$ cat config.mk
export PLATFORM = sky130hd
export DESIGN_NAME = queued_output_pulser
export DESIGN_NICKNAME = d
export VERILOG_FILES = /design/src/hw/rtl/qop_pkg.sv /design/src/hw/rtl/queued_output_pulser.sv /design/src/hw/rtl/qop_ram.sv
export SDC_FILE = /design/constraint.sdc
export NUM_CORES = 1
export LEC_CHECK = 0
export BUFFER_PORTS_ARGS = -buffer_cell sky130_fd_sc_hd__buf_2
export CORE_UTILIZATION = 65
export DETAILED_ROUTE_END_ITERATION = 10
export GPL_TIMING_DRIVEN = 1
export PLACE_DENSITY = 0.93
export SLEW_MARGIN = 25
export SYNTH_ARGS = -nofsm -noshare
export SYNTH_HDL_FRONTEND = slang
export SYNTH_SLANG_ARGS = --single-unit
$ cat constraint.sdc
create_clock -name aclk -period 6.7 [get_ports aclk]
set_input_delay 0.335 -clock aclk [delete_from_list [all_inputs] [get_ports aclk]]
set_output_delay 0.335 -clock aclk [all_outputs]
set_load 0.01 [all_outputs]
$ cat src/hw/rtl/qop_pkg.sv
`timescale 1ns / 1ps
// Shared types and constants for the queued output pulser.
// No dependencies; imported by qop_ram and queued_output_pulser.
package qop_pkg;

    typedef enum logic [1:0] {
        PH_IDLE     = 2'd0,
        PH_ON       = 2'd1,
        PH_RECHARGE = 2'd2
    } phase_t;

    typedef enum logic [2:0] {
        ST_IDLE,
        ST_SCAN,
        ST_APPEND,
        ST_STEP_RD,
        ST_STEP_EX,
        ST_OUT
    } state_t;

    localparam logic [1:0] CFG_ON_MS        = 2'd0;
    localparam logic [1:0] CFG_RECHARGE_MS  = 2'd1;
    localparam logic [1:0] CFG_ACTIVE_LEVEL = 2'd2;

    localparam logic OP_REQUEST = 1'b0;
    localparam logic OP_TICK    = 1'b1;

    localparam int unsigned PIN_W = 8;
    localparam int unsigned MS_W  = 16;

endpackage

$ cat src/hw/rtl/queued_output_pulser.sv
`timescale 1ns / 1ps
// Queued output pulser: fires pin pulses one at a time from a circular pin queue.
// Input channel s_*: op 0 requests a pulse of s_pin, op 1 is a one millisecond tick.
// Result channel m_*: one transaction per input transaction with the queue slot,
// a full flag, at most one pin drive event and the sequencer phase after the step.
// Configuration: cfg_we writes cfg_data into register cfg_index (0 on_ms,
// 1 recharge_ms, 2 active_level) and must be used only while the block is idle.
// A tick passes through the states STEP_RD, STEP_EX and OUT; m_valid rises as it
// leaves OUT. A request scans the queue one slot per cycle through the single
// read port of the queue RAM; a pin that is appended then passes through APPEND,
// STEP_RD and STEP_EX before OUT. One transaction is in work at a time.
// The result sits in an output register, so the next input transaction is
// accepted while a finished result waits; if the receiver stalls and a second
// result is ready, the block holds it until the output register drains.
// Reset (aresetn low, synchronous) empties the queue, sets the phase to idle,
// clears the countdown and loads the register reset values. The queue RAM needs
// no clearing pass: only entries inside the occupancy count are ever used.
module queued_output_pulser
    import qop_pkg::*;
#(
    parameter int unsigned QUEUE_SLOTS = 8
) (
    input  logic             aclk,
    input  logic             aresetn,
    input  logic             cfg_we,
    input  logic [1:0]       cfg_index,
    input  logic [MS_W-1:0]  cfg_data,
    input  logic             s_valid,
    output logic             s_ready,
    input  logic             s_op,
    input  logic [PIN_W-1:0] s_pin,
    output logic             m_valid,
    input  logic             m_ready,
    output logic [2:0]       m_add_slot,
    output logic             m_add_full,
    output logic             m_drive_valid,
    output logic [PIN_W-1:0] m_drive_pin,
    output logic             m_drive_level,
    output logic [1:0]       m_phase
);

    localparam int unsigned AW = (QUEUE_SLOTS > 1) ? $clog2(QUEUE_SLOTS) : 1;
    localparam int unsigned CW = $clog2(QUEUE_SLOTS + 1);
    localparam int unsigned SW = CW + 1;

    // Circular address: base + offset, folded back into the queue.
    function automatic logic [AW-1:0] wrap_add(input logic [AW-1:0] base,
                                               input logic [CW-1:0] off);
        logic [SW-1:0] sum;
        sum = SW'(base) + SW'(off);
        if (sum >= SW'(QUEUE_SLOTS)) begin
            sum = sum - SW'(QUEUE_SLOTS);
        end
        return sum[AW-1:0];
    endfunction

    state_t           state_reg, state_next;
    phase_t           phase_reg, phase_next;
    logic [MS_W-1:0]  rem_reg, rem_next;
    logic [AW-1:0]    head_reg, head_next;
    logic [CW-1:0]    count_reg, count_next;
    logic [CW-1:0]    idx_reg, idx_next;
    logic             op_reg, op_next;
    logic [PIN_W-1:0] pin_reg, pin_next;

    logic [MS_W-1:0]  on_ms_reg, recharge_ms_reg;
    logic             active_level_reg;

    logic [CW-1:0]    slot_reg, slot_next;
    logic             full_reg, full_next;
    logic             dv_reg, dv_next;
    logic [PIN_W-1:0] dpin_reg, dpin_next;
    logic             dlvl_reg, dlvl_next;

    logic             m_valid_reg;
    logic [2:0]       m_slot_reg;
    logic             m_full_reg, m_dv_reg, m_dlvl_reg;
    logic [PIN_W-1:0] m_dpin_reg;
    logic [1:0]       m_phase_reg;

    logic             rd_en, wr_en;
    logic [AW-1:0]    rd_addr, wr_addr;
    logic [PIN_W-1:0] rd_data;

    logic             in_fire;
    logic             out_free;
    logic             last_idx;
    logic             hit;
    logic [CW+2:0]    slot_ext;

    assign in_fire  = s_valid && s_ready;
    assign out_free = !m_valid_reg || m_ready;
    assign last_idx = (SW'(idx_reg) + SW'(1)) >= SW'(count_reg);
    assign hit      = (rd_data == pin_reg);
    assign slot_ext = {3'b000, slot_reg};

    qop_ram #(
        .DEPTH (QUEUE_SLOTS),
        .AW    (AW)
    ) u_ram (
        .aclk    (aclk),
        .wr_en   (wr_en),
        .wr_addr (wr_addr),
        .wr_data (pin_reg),
        .rd_en   (rd_en),
        .rd_addr (rd_addr),
        .rd_data (rd_data)
    );

    // Next state
    always_comb begin
        state_next = state_reg;
        case (state_reg)
            ST_IDLE: begin
                if (in_fire) begin
                    if (s_op == OP_TICK) begin
                        state_next = ST_STEP_RD;
                    end else if (count_reg == '0) begin
                        state_next = ST_APPEND;
                    end else begin
                        state_next = ST_SCAN;
                    end
                end
            end
            ST_SCAN: begin
                if (hit) begin
                    state_next = ST_OUT;
                end else if (last_idx) begin
                    state_next = ST_APPEND;
                end
            end
            ST_APPEND: begin
                if (count_reg == CW'(QUEUE_SLOTS)) begin
                    state_next = ST_OUT;
                end else begin
                    state_next = ST_STEP_RD;
                end
            end
            ST_STEP_RD: state_next = ST_STEP_EX;
            ST_STEP_EX: state_next = ST_OUT;
            ST_OUT: begin
                if (out_free) begin
                    state_next = ST_IDLE;
                end
            end
            default: state_next = ST_IDLE;
        endcase
    end

    // Datapath and memory control
    always_comb begin
        phase_next = phase_reg;
        rem_next   = rem_reg;
        head_next  = head_reg;
        count_next = count_reg;
        idx_next   = idx_reg;
        op_next    = op_reg;
        pin_next   = pin_reg;
        slot_next  = slot_reg;
        full_next  = full_reg;
        dv_next    = dv_reg;
        dpin_next  = dpin_reg;
        dlvl_next  = dlvl_reg;
        rd_en      = 1'b0;
        rd_addr    = head_reg;
        wr_en      = 1'b0;
        wr_addr    = wrap_add(head_reg, count_reg);
        s_ready    = 1'b0;

        case (state_reg)
            ST_IDLE: begin
                s_ready = 1'b1;
                if (in_fire) begin
                    op_next   = s_op;
                    pin_next  = s_pin;
                    slot_next = '0;
                    full_next = 1'b0;
                    dv_next   = 1'b0;
                    dpin_next = '0;
                    dlvl_next = 1'b0;
                    idx_next  = '0;
                    if (s_op == OP_TICK) begin
                        if (rem_reg != '0) begin
                            rem_next = rem_reg - MS_W'(1);
                        end
                    end else begin
                        rd_en   = 1'b1;
                        rd_addr = head_reg;
                    end
                end
            end
            ST_SCAN: begin
                if (hit) begin
                    slot_next = idx_reg;
                end else if (!last_idx) begin
                    idx_next = idx_reg + CW'(1);
                    rd_en    = 1'b1;
                    rd_addr  = wrap_add(head_reg, idx_reg + CW'(1));
                end
            end
            ST_APPEND: begin
                if (count_reg == CW'(QUEUE_SLOTS)) begin
                    full_next = 1'b1;
                    slot_next = '0;
                end else begin
                    wr_en      = 1'b1;
                    slot_next  = count_reg;
                    count_next = count_reg + CW'(1);
                end
            end
            ST_STEP_RD: begin
                rd_en   = 1'b1;
                rd_addr = head_reg;
            end
            ST_STEP_EX: begin
                case (phase_reg)
                    PH_ON: begin
                        if (rem_reg == '0) begin
                            dv_next    = 1'b1;
                            dpin_next  = rd_data;
                            dlvl_next  = !active_level_reg;
                            head_next  = wrap_add(head_reg, CW'(1));
                            count_next = count_reg - CW'(1);
                            rem_next   = recharge_ms_reg;
                            phase_next = PH_RECHARGE;
                        end
                    end
                    PH_RECHARGE: begin
                        if (rem_reg == '0) begin
                            if (count_reg != '0) begin
                                dv_next    = 1'b1;
                                dpin_next  = rd_data;
                                dlvl_next  = active_level_reg;
                                rem_next   = on_ms_reg;
                                phase_next = PH_ON;
                            end else begin
                                phase_next = PH_IDLE;
                            end
                        end
                    end
                    default: begin
                        phase_next = PH_IDLE;
                        if (count_reg != '0) begin
                            dv_next    = 1'b1;
                            dpin_next  = rd_data;
                            dlvl_next  = active_level_reg;
                            rem_next   = on_ms_reg;
                            phase_next = PH_ON;
                        end
                    end
                endcase
            end
            default: begin
            end
        endcase
    end

    always_ff @(posedge aclk) begin
        if (!aresetn) begin
            state_reg        <= ST_IDLE;
            phase_reg        <= PH_IDLE;
            rem_reg          <= '0;
            head_reg         <= '0;
            count_reg        <= '0;
            on_ms_reg        <= '0;
            recharge_ms_reg  <= '0;
            active_level_reg <= 1'b1;
            m_valid_reg      <= 1'b0;
        end else begin
            state_reg <= state_next;
            phase_reg <= phase_next;
            rem_reg   <= rem_next;
            head_reg  <= head_next;
            count_reg <= count_next;
            if (cfg_we) begin
                case (cfg_index)
                    CFG_ON_MS:        on_ms_reg        <= cfg_data;
                    CFG_RECHARGE_MS:  recharge_ms_reg  <= cfg_data;
                    CFG_ACTIVE_LEVEL: active_level_reg <= cfg_data[0];
                    default: begin
                    end
                endcase
            end
            if (state_reg == ST_OUT && out_free) begin
                m_valid_reg <= 1'b1;
            end else if (m_ready) begin
                m_valid_reg <= 1'b0;
            end
        end
    end

    // Payload registers carry no reset.
    always_ff @(posedge aclk) begin
        idx_reg  <= idx_next;
        op_reg   <= op_next;
        pin_reg  <= pin_next;
        slot_reg <= slot_next;
        full_reg <= full_next;
        dv_reg   <= dv_next;
        dpin_reg <= dpin_next;
        dlvl_reg <= dlvl_next;
        if (state_reg == ST_OUT && out_free) begin
            m_slot_reg  <= slot_ext[2:0];
            m_full_reg  <= full_reg;
            m_dv_reg    <= dv_reg;
            m_dpin_reg  <= dpin_reg;
            m_dlvl_reg  <= dlvl_reg;
            m_phase_reg <= phase_reg;
        end
    end

    assign m_valid       = m_valid_reg;
    assign m_add_slot    = m_slot_reg;
    assign m_add_full    = m_full_reg;
    assign m_drive_valid = m_dv_reg;
    assign m_drive_pin   = m_dpin_reg;
    assign m_drive_level = m_dlvl_reg;
    assign m_phase       = m_phase_reg;

`ifndef SYNTHESIS
    a_count_bound: assert property (@(posedge aclk) disable iff (!aresetn)
        count_reg <= CW'(QUEUE_SLOTS))
        else $error("queue occupancy above capacity");

    a_head_bound: assert property (@(posedge aclk) disable iff (!aresetn)
        SW'(head_reg) < SW'(QUEUE_SLOTS))
        else $error("head pointer outside the queue");

    a_on_nonempty: assert property (@(posedge aclk) disable iff (!aresetn)
        phase_reg == PH_ON |-> count_reg != '0)
        else $error("pulse phase with an empty queue");

    a_ticks_keep_queue: assert property (@(posedge aclk) disable iff (!aresetn)
        (state_reg == ST_STEP_EX && op_reg == OP_TICK && phase_reg != PH_ON)
            |=> $stable(count_reg))
        else $error("queue occupancy changed outside a pulse end");

    a_full_no_drive: assert property (@(posedge aclk) disable iff (!aresetn)
        (state_reg == ST_OUT && full_reg) |-> !dv_reg)
        else $error("full request produced a pin drive");
`endif

endmodule

$ cat src/hw/rtl/qop_ram.sv
`timescale 1ns / 1ps
// Single-port-write, single-port-read synchronous RAM holding queued pins.
// Read data is registered. Depends on qop_pkg.
module qop_ram
    import qop_pkg::*;
#(
    parameter int unsigned DEPTH = 8,
    parameter int unsigned AW    = 3
) (
    input  logic             aclk,
    input  logic             wr_en,
    input  logic [AW-1:0]    wr_addr,
    input  logic [PIN_W-1:0] wr_data,
    input  logic             rd_en,
    input  logic [AW-1:0]    rd_addr,
    output logic [PIN_W-1:0] rd_data
);

    logic [PIN_W-1:0] mem [DEPTH];

    always_ff @(posedge aclk) begin
        if (wr_en) begin
            mem[wr_addr] <= wr_data;
        end
    end

    always_ff @(posedge aclk) begin
        if (rd_en) begin
            rd_data <= mem[rd_addr];
        end
    end

endmodule

==> results of run 1 <==
## cells in the final DEF, fill, tap and decap left out, types with 8 or more instances in the layout
cell type,Yosys,final
nor2_1,34,34
o211ai_1,31,31
nor3_1,11,8
o2111a_1,9,9
nand2_1,128,128
o21ai_0,26,25
clkbuf_16,0,17
nand3_1,50,50
inv_1,40,40
a21boi_0,37,37
buf_2,5,48
dfxtp_1,62,62
mux2_2,8,8
mux2i_1,9,9
a21oi_1,28,28
xnor2_1,18,18
edfxtp_1,114,114
ha_1,11,11
## worst max-delay path, delay by kind of cell, from the launching register on
kind            cells  cell delay [ns]
buf+inv             1             0.12
flops               1             0.46
mux                 1             0.40
compound gates      4             1.51
xor+xnor            1             0.29
simple gates        1             0.69
fa+ha+maj           2             0.55
## power breakdown
part           total (W)  internal [W]  switching [W]
sequential       0.00155       0.00139       0.000161
combinational    0.00144      0.000542       0.000894
clock           0.000947      0.000493       0.000453
## path summary, 6_finish.rpt
kind,endpoint,slack [ns],startpoint
setup / recovery,u_ram.rd_data[5],2.41,idx_reg[0]
hold / removal,pin_reg[6],0.06,s_pin[6]
setup reg to reg,u_ram.rd_data[5],2.41,idx_reg[0]
hold reg to reg,m_add_full,0.43,full_reg
## layer usage
metal	track usage	wire [µm]	up-vias
li1	-	-	2787
met1	0.376	7220	2863
met2	0.466	8330	349
met3	0.0691	1440	56
met4	0.140	518	0
met5	0	0	-
## cell families after synthesis
| logic type | count (synthesis) | synth area share |
|---|---|---|
| simple gates | 274 | 0.160 |
| flops | 176 | 0.580 |
| compound gates | 172 | 0.151 |
| buf+inv | 77 | 0.0390 |
| xor+xnor | 21 | 0.0229 |
| mux | 17 | 0.0224 |
| fa+ha+maj | 14 | 0.0246 |
## through the flow
step / power (W) / hold WS [ns] / util
6_report: 0.00393 / 0.0645 / 0.744
5_1_grt: 0.00416 / 0.0525 / 0.744
4_1_cts: 0.00389 / 0.0581 / 0.742
3_5_place_dp: 0.00294 / 0.416 / 0.695
3_3_place_gp: 0.00285 / 0.404 / 0.695
2_1_floorplan: 0.00262 / 0.400 / -
## layout make-up
type / instances / area (µm²)
Sequential cell: 176 / 4660
Tap cell: 168 / 210
Clock buffer: 17 / 425
Timing Repair Buffer: 54 / 285
Inverter: 40 / 150
Fill cell: 737 / 3090
Multi-Input combinational cell: 498 / 3090
Clock inverter: 15 / 143
==> impl_metrics.tcl, run 1 <==
set metrics [dict create \
    dp.cells 936 \
    endpoint_kind "flip-flop" \
    cpPeakStageDelay_ns 0.78 \
    first_iter_violations 776 \
    powerDensity_nw_per_um2 439 \
    htree_levels 4 \
    period_share 0.641 \
    grt_max_degree 71 \
    peakVddDrop_mv 0.316 \
    wl_per_cell_um 18.1 \
    dp_hpwl_um 11900 \
    synth.top_cells.by_area "edfxtp_1, dfxtp_1, nand2_1" \
    ys_async_sr_fraction 0 \
    crit_fanout 32 \
    grt_pass1_wl_um 28600 \
    antenna_found_initial 0 \
    core_um2 12100 \
    arrival_ns 4.49 \
    diodes 0 \
    clkTransAtPathRegs_ns 0.07 \
    synth_area_per_cell_um2 10.7 \
    drc 0 \
    placementRows 40 \
    status "completed" \
    finalMaxSlewViolations 0 \
    synth_area_um2 8050 \
    holdBufCountCts 0 \
    die_area_um2 12800 \
    cts_max_path_buffers 2 \
    vias_per_cell 6.26 \
    p_leak_nw 3.27 \
    setup_tns_ns 0 \
    synth.net_count 797 \
    rsz0062_at_grt "no" \
    grt_pass1_vias 5831 \
    synth-main-ff-cell "edfxtp_1" \
    yosys.area.top_type_share 0.425 \
    yosysTopAreaCell "edfxtp_1" \
    dr.pass1.iters 6 \
    area_delta_synth_final_pct 11.5 \
    largest_reg_flops 64 \
    fmax_ghz 0.233 \
    fin_nets 833 \
    vias 6055 \
    fin_skew_ns 0.00619 \
    synth_most_common_cell "nand2_1" \
    cts_tree "yes" \
    required_ns 6.90 \
    port-buffer-count 49 \
    track_usage 0.291 \
    maxSlewHeadroom 0.269 \
    ant_nets 0 \
    worstHoldPathCells 1 \
    worst_slew_pin_slew_ns 1.09 \
    finalWeightedCongestion 1.03 \
    hold_viol 0 \
    syn_inst 751 \
    synth-seq-cells 176 \
    yosys_warnings 0 \
    start_util 0.667 \
    drv_cap 0 \
    synth_common_cells "nand2_1, edfxtp_1, dfxtp_1" \
    routed_wl_um 17500 \
    crit_path_start_kind "flip-flop" \
    path_class "flip-flop to flip-flop" \
    dieWidth_um 113 \
    worstPathCellList "ha_1, xnor2_1, inv_1, ha_1, o21ai_0, o21ai_0, o21ai_2, and2_2, mux2_2, o2111a_1" \
    min_period_ns 4.29 \
    dieHeight_um 113 \
    overflow 0 \
    design_area_um2 8970 \
    io_pins 50 \
    worst_path_max_delay_cell "o21ai_2" \
    yosysUniqueCellTypes 68 \
    setup_viol 0 \
    numCtsBuffers 17 \
    reg2regPathDepth 10 \
    ys_seq_area_frac 0.580 \
    clk_latency_ns 0.44 \
    fin_cells 968 \
    pre_cts_ws_ns 2.18 \
    cts_resized 0 \
    regMostFlops "u_ram.mem" \
    drive_gt1_frac 0.143 \
    cts_root_buf "clkbuf_16" \
    placed_cell_area_um2 8380 \
    hp-class "primary input to flip-flop" \
    cts.sinks 176 \
    postCtsSetupBuffers 0 \
    synth_edf_count 114 \
    setup_slack_ns 2.41 \
]
No activity file was read; power rests on OpenSTA's default activity.
==> run 2, diff against run 1 <==
--- a/config.mk
+++ b/config.mk
@@ -6,10 +6,10 @@
 export NUM_CORES = 1
 export LEC_CHECK = 0
 export BUFFER_PORTS_ARGS = -buffer_cell sky130_fd_sc_hd__buf_2
-export CORE_UTILIZATION = 65
+export CORE_UTILIZATION = 55
 export DETAILED_ROUTE_END_ITERATION = 10
 export GPL_TIMING_DRIVEN = 1
-export PLACE_DENSITY = 0.93
+export PLACE_DENSITY = 0.84
 export SLEW_MARGIN = 25
 export SYNTH_ARGS = -nofsm -noshare
 export SYNTH_HDL_FRONTEND = slang
==> constraint.sdc (replaced) <==
create_clock -name aclk -period 3.6 [get_ports aclk]
set_input_delay 0.18 -clock aclk [delete_from_list [all_inputs] [get_ports aclk]]
set_output_delay 0.18 -clock aclk [all_outputs]
set_load 0.01 [all_outputs]
==> impl_metrics.tcl, run 2 (synthesized netlist as in run 1, its figures left out) <==
set metrics [dict create \
    clkTransAtPathRegs_ns 0.07 \
    hold_viol 0 \
    diodes 0 \
    drc 0 \
    status "completed" \
    dp_hpwl_um 11800 \
    clk_latency_ns 0.44 \
    postCtsSetupBuffers 0 \
    path_class "flip-flop to flip-flop" \
    arrival_ns 3.44 \
    design_area_um2 9320 \
    port-buffer-count 49 \
    final_common_cell "nand2_1" \
    placed_cell_area_um2 8520 \
    vias_per_cell 5.93 \
    rsz0062_at_grt "no" \
    ant_nets 0 \
    reg2reg_from "idx_reg[0]" \
    powerDensity_nw_per_um2 806 \
    antenna_found_initial 0 \
    min_period_ns 3.25 \
    first_iter_violations 599 \
    reg2reg_to "u_ram.rd_data[7]" \
    grt_util_met2 0.374 \
    finalMaxSlewViolations 0 \
    track_usage 0.257 \
    area_delta_synth_final_pct 15.7 \
    cts.sinks 176 \
    dieWidth_um 123 \
    crit_path_start_kind "flip-flop" \
    drv_cap 0 \
    numCtsBuffers 17 \
    vias 6015 \
    worstHoldPathCells 3 \
    drive_gt1_frac 0.154 \
    grt_pass1_wl_um 29400 \
    fmax_ghz 0.308 \
    p_leak_nw 3.45 \
    start_util 0.571 \
    setup_tns_ns 0 \
    grt_max_degree 71 \
    io_pins 50 \
    grt_pass1_vias 5759 \
    maxSlewHeadroom 0.359 \
    dr.pass1.iters 5 \
    p_total_w 0.00751 \
    hp-class "primary input to flip-flop" \
    htree_levels 4 \
    dieHeight_um 123 \
    setup_slack_ns 0.349 \
    setup_viol 0 \
    reg2regPathDepth 10 \
    die_area_um2 15100 \
    grt.busiest_layer "met2" \
    largest_reg_flops 64 \
    use_met3 0.0650 \
    hold_end "recharge_ms_reg[13]" \
    layout_common_cells "nand2_1, edfxtp_1, dfxtp_1" \
    core_um2 14100 \
    finalWeightedCongestion 0.847 \
    overflow 0 \
    cts_max_path_buffers 2 \
    period_share 0.903 \
    min-delay-start "cfg_data[13]" \
    crit_fanout 9 \
    worst_slew_pin_slew_ns 0.953 \
    regMostFlops "u_ram.mem" \
    fin_skew_ns 0.00842 \
    cts_tree "yes" \
    cts_root_buf "clkbuf_16" \
    routed_wl_um 17900 \
    placementRows 43 \
    fin_cells 1015 \
    wl_per_cell_um 17.6 \
    fin_nets 868 \
    reg2reg_slack_ns 0.35 \
    peakVddDrop_mv 0.513 \
    grt_use_met1 0.362 \
    pre_cts_ws_ns 0.261 \
    endpoint_kind "flip-flop" \
    dp.cells 964 \
    required_ns 3.79 \
]
## run 2: what timing repair did
action                                  in CTS  in global routing
hold buffers                                19                  0
endpoints found under the setup margin       0                  8
gates resized for setup                      0                  1
endpoints found under the hold margin       22                  0
## run 2: power by group
part,total [W],internal (W),switching (W),leakage (nW)
combinational,0.00280,0.00113,0.00167,1.59
clock,0.00183,0.00105,0.000785,0.297
sequential,0.00288,0.00259,0.000292,1.55
total,0.00751,0.00476,0.00274,3.45
## run 2: critical path, stage by stage (launching register included)
cell and delay (ns):
edfxtp_1 0.47, ha_1 0.27, xnor2_1 0.26, inv_1 0.12
ha_1 0.28, o21ai_0 0.20, o21ai_0 0.26, o21ai_2 0.22
and2_2 0.32, mux2_2 0.38, o2111a_1 0.23
## run 2: layer usage
layer | vias to the layer above | part of all wire
met5 | - | 0
met4 | 0 | 0.024
met3 | 39 | 0.071
met2 | 253 | 0.46
met1 | 2871 | 0.44
li1 | 2852 | -
## run 2: cell type report
| type | instances | area [µm²] |
|---|---|---|
| Tap cell | 180 | 225 |
| Clock buffer | 23 | 531 |
| Clock inverter | 9 | 66.3 |
| Inverter | 40 | 150 |
| Sequential cell | 176 | 4660 |
| Timing Repair Buffer | 89 | 596 |
| Fill cell | 1040 | 4780 |
| Multi-Input combinational cell | 498 | 3080 |
## run 2: how the worst max path moves through the flow
stage / from / cells past startpoint / endpoint / slack (ns)
detailed placement: idx_reg[0] / 11 / u_ram.rd_data[6] / 0.26
global placement: idx_reg[0] / 10 / u_ram.rd_data[1] / 0.37
finish: idx_reg[0] / 10 / u_ram.rd_data[7] / 0.35
global route: idx_reg[0] / 11 / u_ram.rd_data[3] / 0.02
floorplan: idx_reg[0] / 12 / u_ram.rd_data[3] / 0.42
CTS: idx_reg[0] / 11 / u_ram.rd_data[6] / 0.22
## run 2: metrics by stage
stage | util | hold slack, ns
2_1_floorplan | - | 0.279
3_3_place_gp | 0.604 | 0.358
3_5_place_dp | 0.604 | 0.359
4_1_cts | 0.660 | 0.00216
5_1_grt | 0.661 | 0.0107
6_report | 0.661 | 0.0111
==> run 3, diff against run 2 <==
--- a/config.mk
+++ b/config.mk
@@ -6,10 +6,10 @@
 export NUM_CORES = 1
 export LEC_CHECK = 0
 export BUFFER_PORTS_ARGS = -buffer_cell sky130_fd_sc_hd__buf_2
-export CORE_UTILIZATION = 55
+export CORE_UTILIZATION = 40
 export DETAILED_ROUTE_END_ITERATION = 10
 export GPL_TIMING_DRIVEN = 1
-export PLACE_DENSITY = 0.84
+export PLACE_DENSITY = 0.67
 export SLEW_MARGIN = 25
 export SYNTH_ARGS = -nofsm -noshare
 export SYNTH_HDL_FRONTEND = slang
==> impl_metrics.tcl, run 3 (synthesized netlist as in run 1, its figures left out) <==
set metrics [dict create \
    status "completed" \
    cts.sinks 176 \
    crit_family "compound AO/OA/AOI/OAI gates" \
    vias 5755 \
    wl_per_cell_um 15.8 \
    overflow 0 \
    ant_nets 0 \
    multi_input_area_um2 3070 \
    fmax_ghz 0.309 \
    peakVddDrop_mv 0.436 \
    grt_pass1_wl_um 28200 \
    cpPeakStageDelay_ns 0.45 \
    layout_common_cells "nand2_1, edfxtp_1, dfxtp_1" \
    antenna_found_initial 0 \
    dr.pass1.iters 5 \
    p_total_w 0.00741 \
    grt_max_degree 71 \
    placed_cell_area_um2 8630 \
    critPathBufInv 1 \
    comb_power_share 0.369 \
    start_util 0.411 \
    arrival_ns 3.42 \
    regMostFlops "u_ram.mem" \
    p_seq_frac 0.387 \
    crit_fanout 10 \
    dieHeight_um 144 \
    placementRows 51 \
    cts_tree "yes" \
    maxSlewHeadroom 0.393 \
    largest_reg_flops 64 \
    routed_wl_um 17500 \
    reg2regPathDepth 10 \
    worst_slew_pin_slew_ns 0.902 \
    worst_path_max_delay_cell "edfxtp_1" \
    setup_slack_ns 0.362 \
    numCtsBuffers 17 \
    fin_nets 873 \
    min-delay-start "cfg_data[7]" \
    reg2reg_from "idx_reg[0]" \
    intPower_w 0.00474 \
    fill_cells 1776 \
    clockPowerShare 0.244 \
    p_switching_w 0.00268 \
    worstPathCellList "ha_1, xnor2_1, inv_1, ha_1, o21ai_0, o21ai_1, o21ai_2, and2_2, mux2_2, o2111a_1" \
    area_delta_synth_final_pct 17.3 \
    pre_cts_ws_ns 0.197 \
    crit_path_start_kind "flip-flop" \
    track_usage 0.180 \
    finalWeightedCongestion 0.849 \
    cts_max_path_buffers 2 \
    reg2reg_to "u_ram.rd_data[1]" \
    dieWidth_um 144 \
    required_ns 3.78 \
    fin_skew_ns 0.0116 \
    clk_latency_ns 0.43 \
    final_common_cell "nand2_1" \
    first_iter_violations 416 \
    min_period_ns 3.24 \
    die_area_um2 20700 \
    rsz0062_at_grt "no" \
    hold_end "on_ms_reg[7]" \
    hold_viol 0 \
    seqCellArea_um2 4660 \
    period_share 0.900 \
    fin_hold_ws_ns 0.0281 \
    grt_pass1_vias 5463 \
    clkTransAtPathRegs_ns 0.07 \
    worstHoldPathCells 3 \
    reg2reg_slack_ns 0.36 \
    swShare 0.361 \
    p_leak_nw 3.47 \
    crit_top_cell "ha_1" \
    setup_viol 0 \
    dp_hpwl_um 11900 \
    hp-class "primary input to flip-flop" \
    endpoint_kind "flip-flop" \
    path_class "flip-flop to flip-flop" \
    port-buffer-count 49 \
    cts_root_buf "clkbuf_16" \
    drc 0 \
    setup_tns_ns 0 \
    htree_levels 4 \
    powerDensity_nw_per_um2 785 \
    drv_cap 0 \
    drive_gt1_frac 0.151 \
    finalMaxSlewViolations 0 \
    diodes 0 \
    vias_per_cell 5.21 \
    io_pins 50 \
    core_um2 19600 \
    design_area_um2 9450 \
]
==> run 3: final cells by class <==
type / count / area share
sequential: 176 / 0.494
multi-input combinational: 498 / 0.325
timing repair buffer: 94 / 0.0681
clock buffer: 22 / 0.0548
tap: 265 / 0.0351
inverter: 40 / 0.0159
clock inverter: 10 / 0.00702
==> run 3: repair_timing <==
item | in CTS | in global routing
setup buffers | 0 | 0
setup endpoints to repair | 0 | 8
resized for setup | 0 | 2
hold endpoints to repair | 33 | 0
hold buffers | 23 | 0
==> run 3: metrics by stage <==
step                instances  utilization
floorplan                 751            -
global placement         1050        0.440
finish                   1105        0.482
detailed placement       1050        0.440
global route             1105        0.482
CTS                      1105        0.482
==> run 3: how the worst max path moves through the flow <==
stage | depth (start not counted) | endpoint | from | slack, ns
floorplan | 12 | u_ram.rd_data[3] | idx_reg[0] | 0.42
detailed placement | 10 | u_ram.rd_data[7] | idx_reg[0] | 0.20
finish | 10 | u_ram.rd_data[1] | idx_reg[0] | 0.36
global route | 10 | u_ram.rd_data[7] | idx_reg[0] | 0.12
global placement | 10 | u_ram.rd_data[0] | idx_reg[0] | 0.32
CTS | 10 | u_ram.rd_data[1] | idx_reg[0] | 0.16
==> run 3: worst reg2reg max path: stages (launching register included) <==
cell and delay, ns:
edfxtp_1 0.45, ha_1 0.26, xnor2_1 0.32, inv_1 0.13, ha_1 0.28, o21ai_0 0.24
o21ai_1 0.19, o21ai_2 0.17, and2_2 0.32, mux2_2 0.38, o2111a_1 0.24
==> run 3: power by group through the flow <==
stage               clock network, W  logic [W]  registers (W)
floorplan                          0    0.00208        0.00280
global placement                   0    0.00265        0.00289
detailed placement                 0    0.00269        0.00290
CTS                          0.00185    0.00273        0.00286
global route                 0.00192    0.00306        0.00291
finish                       0.00181    0.00274        0.00287
==> run 3: metal layers <==
layer / GRT usage / share of wire / vias to the layer above
met5: 0 / 0 / -
li1: - / - / 2868
met2: 0.276 / 0.45 / 144
met1: 0.245 / 0.49 / 2724
met4: 0.0761 / 0.016 / 0
met3: 0.0373 / 0.045 / 19
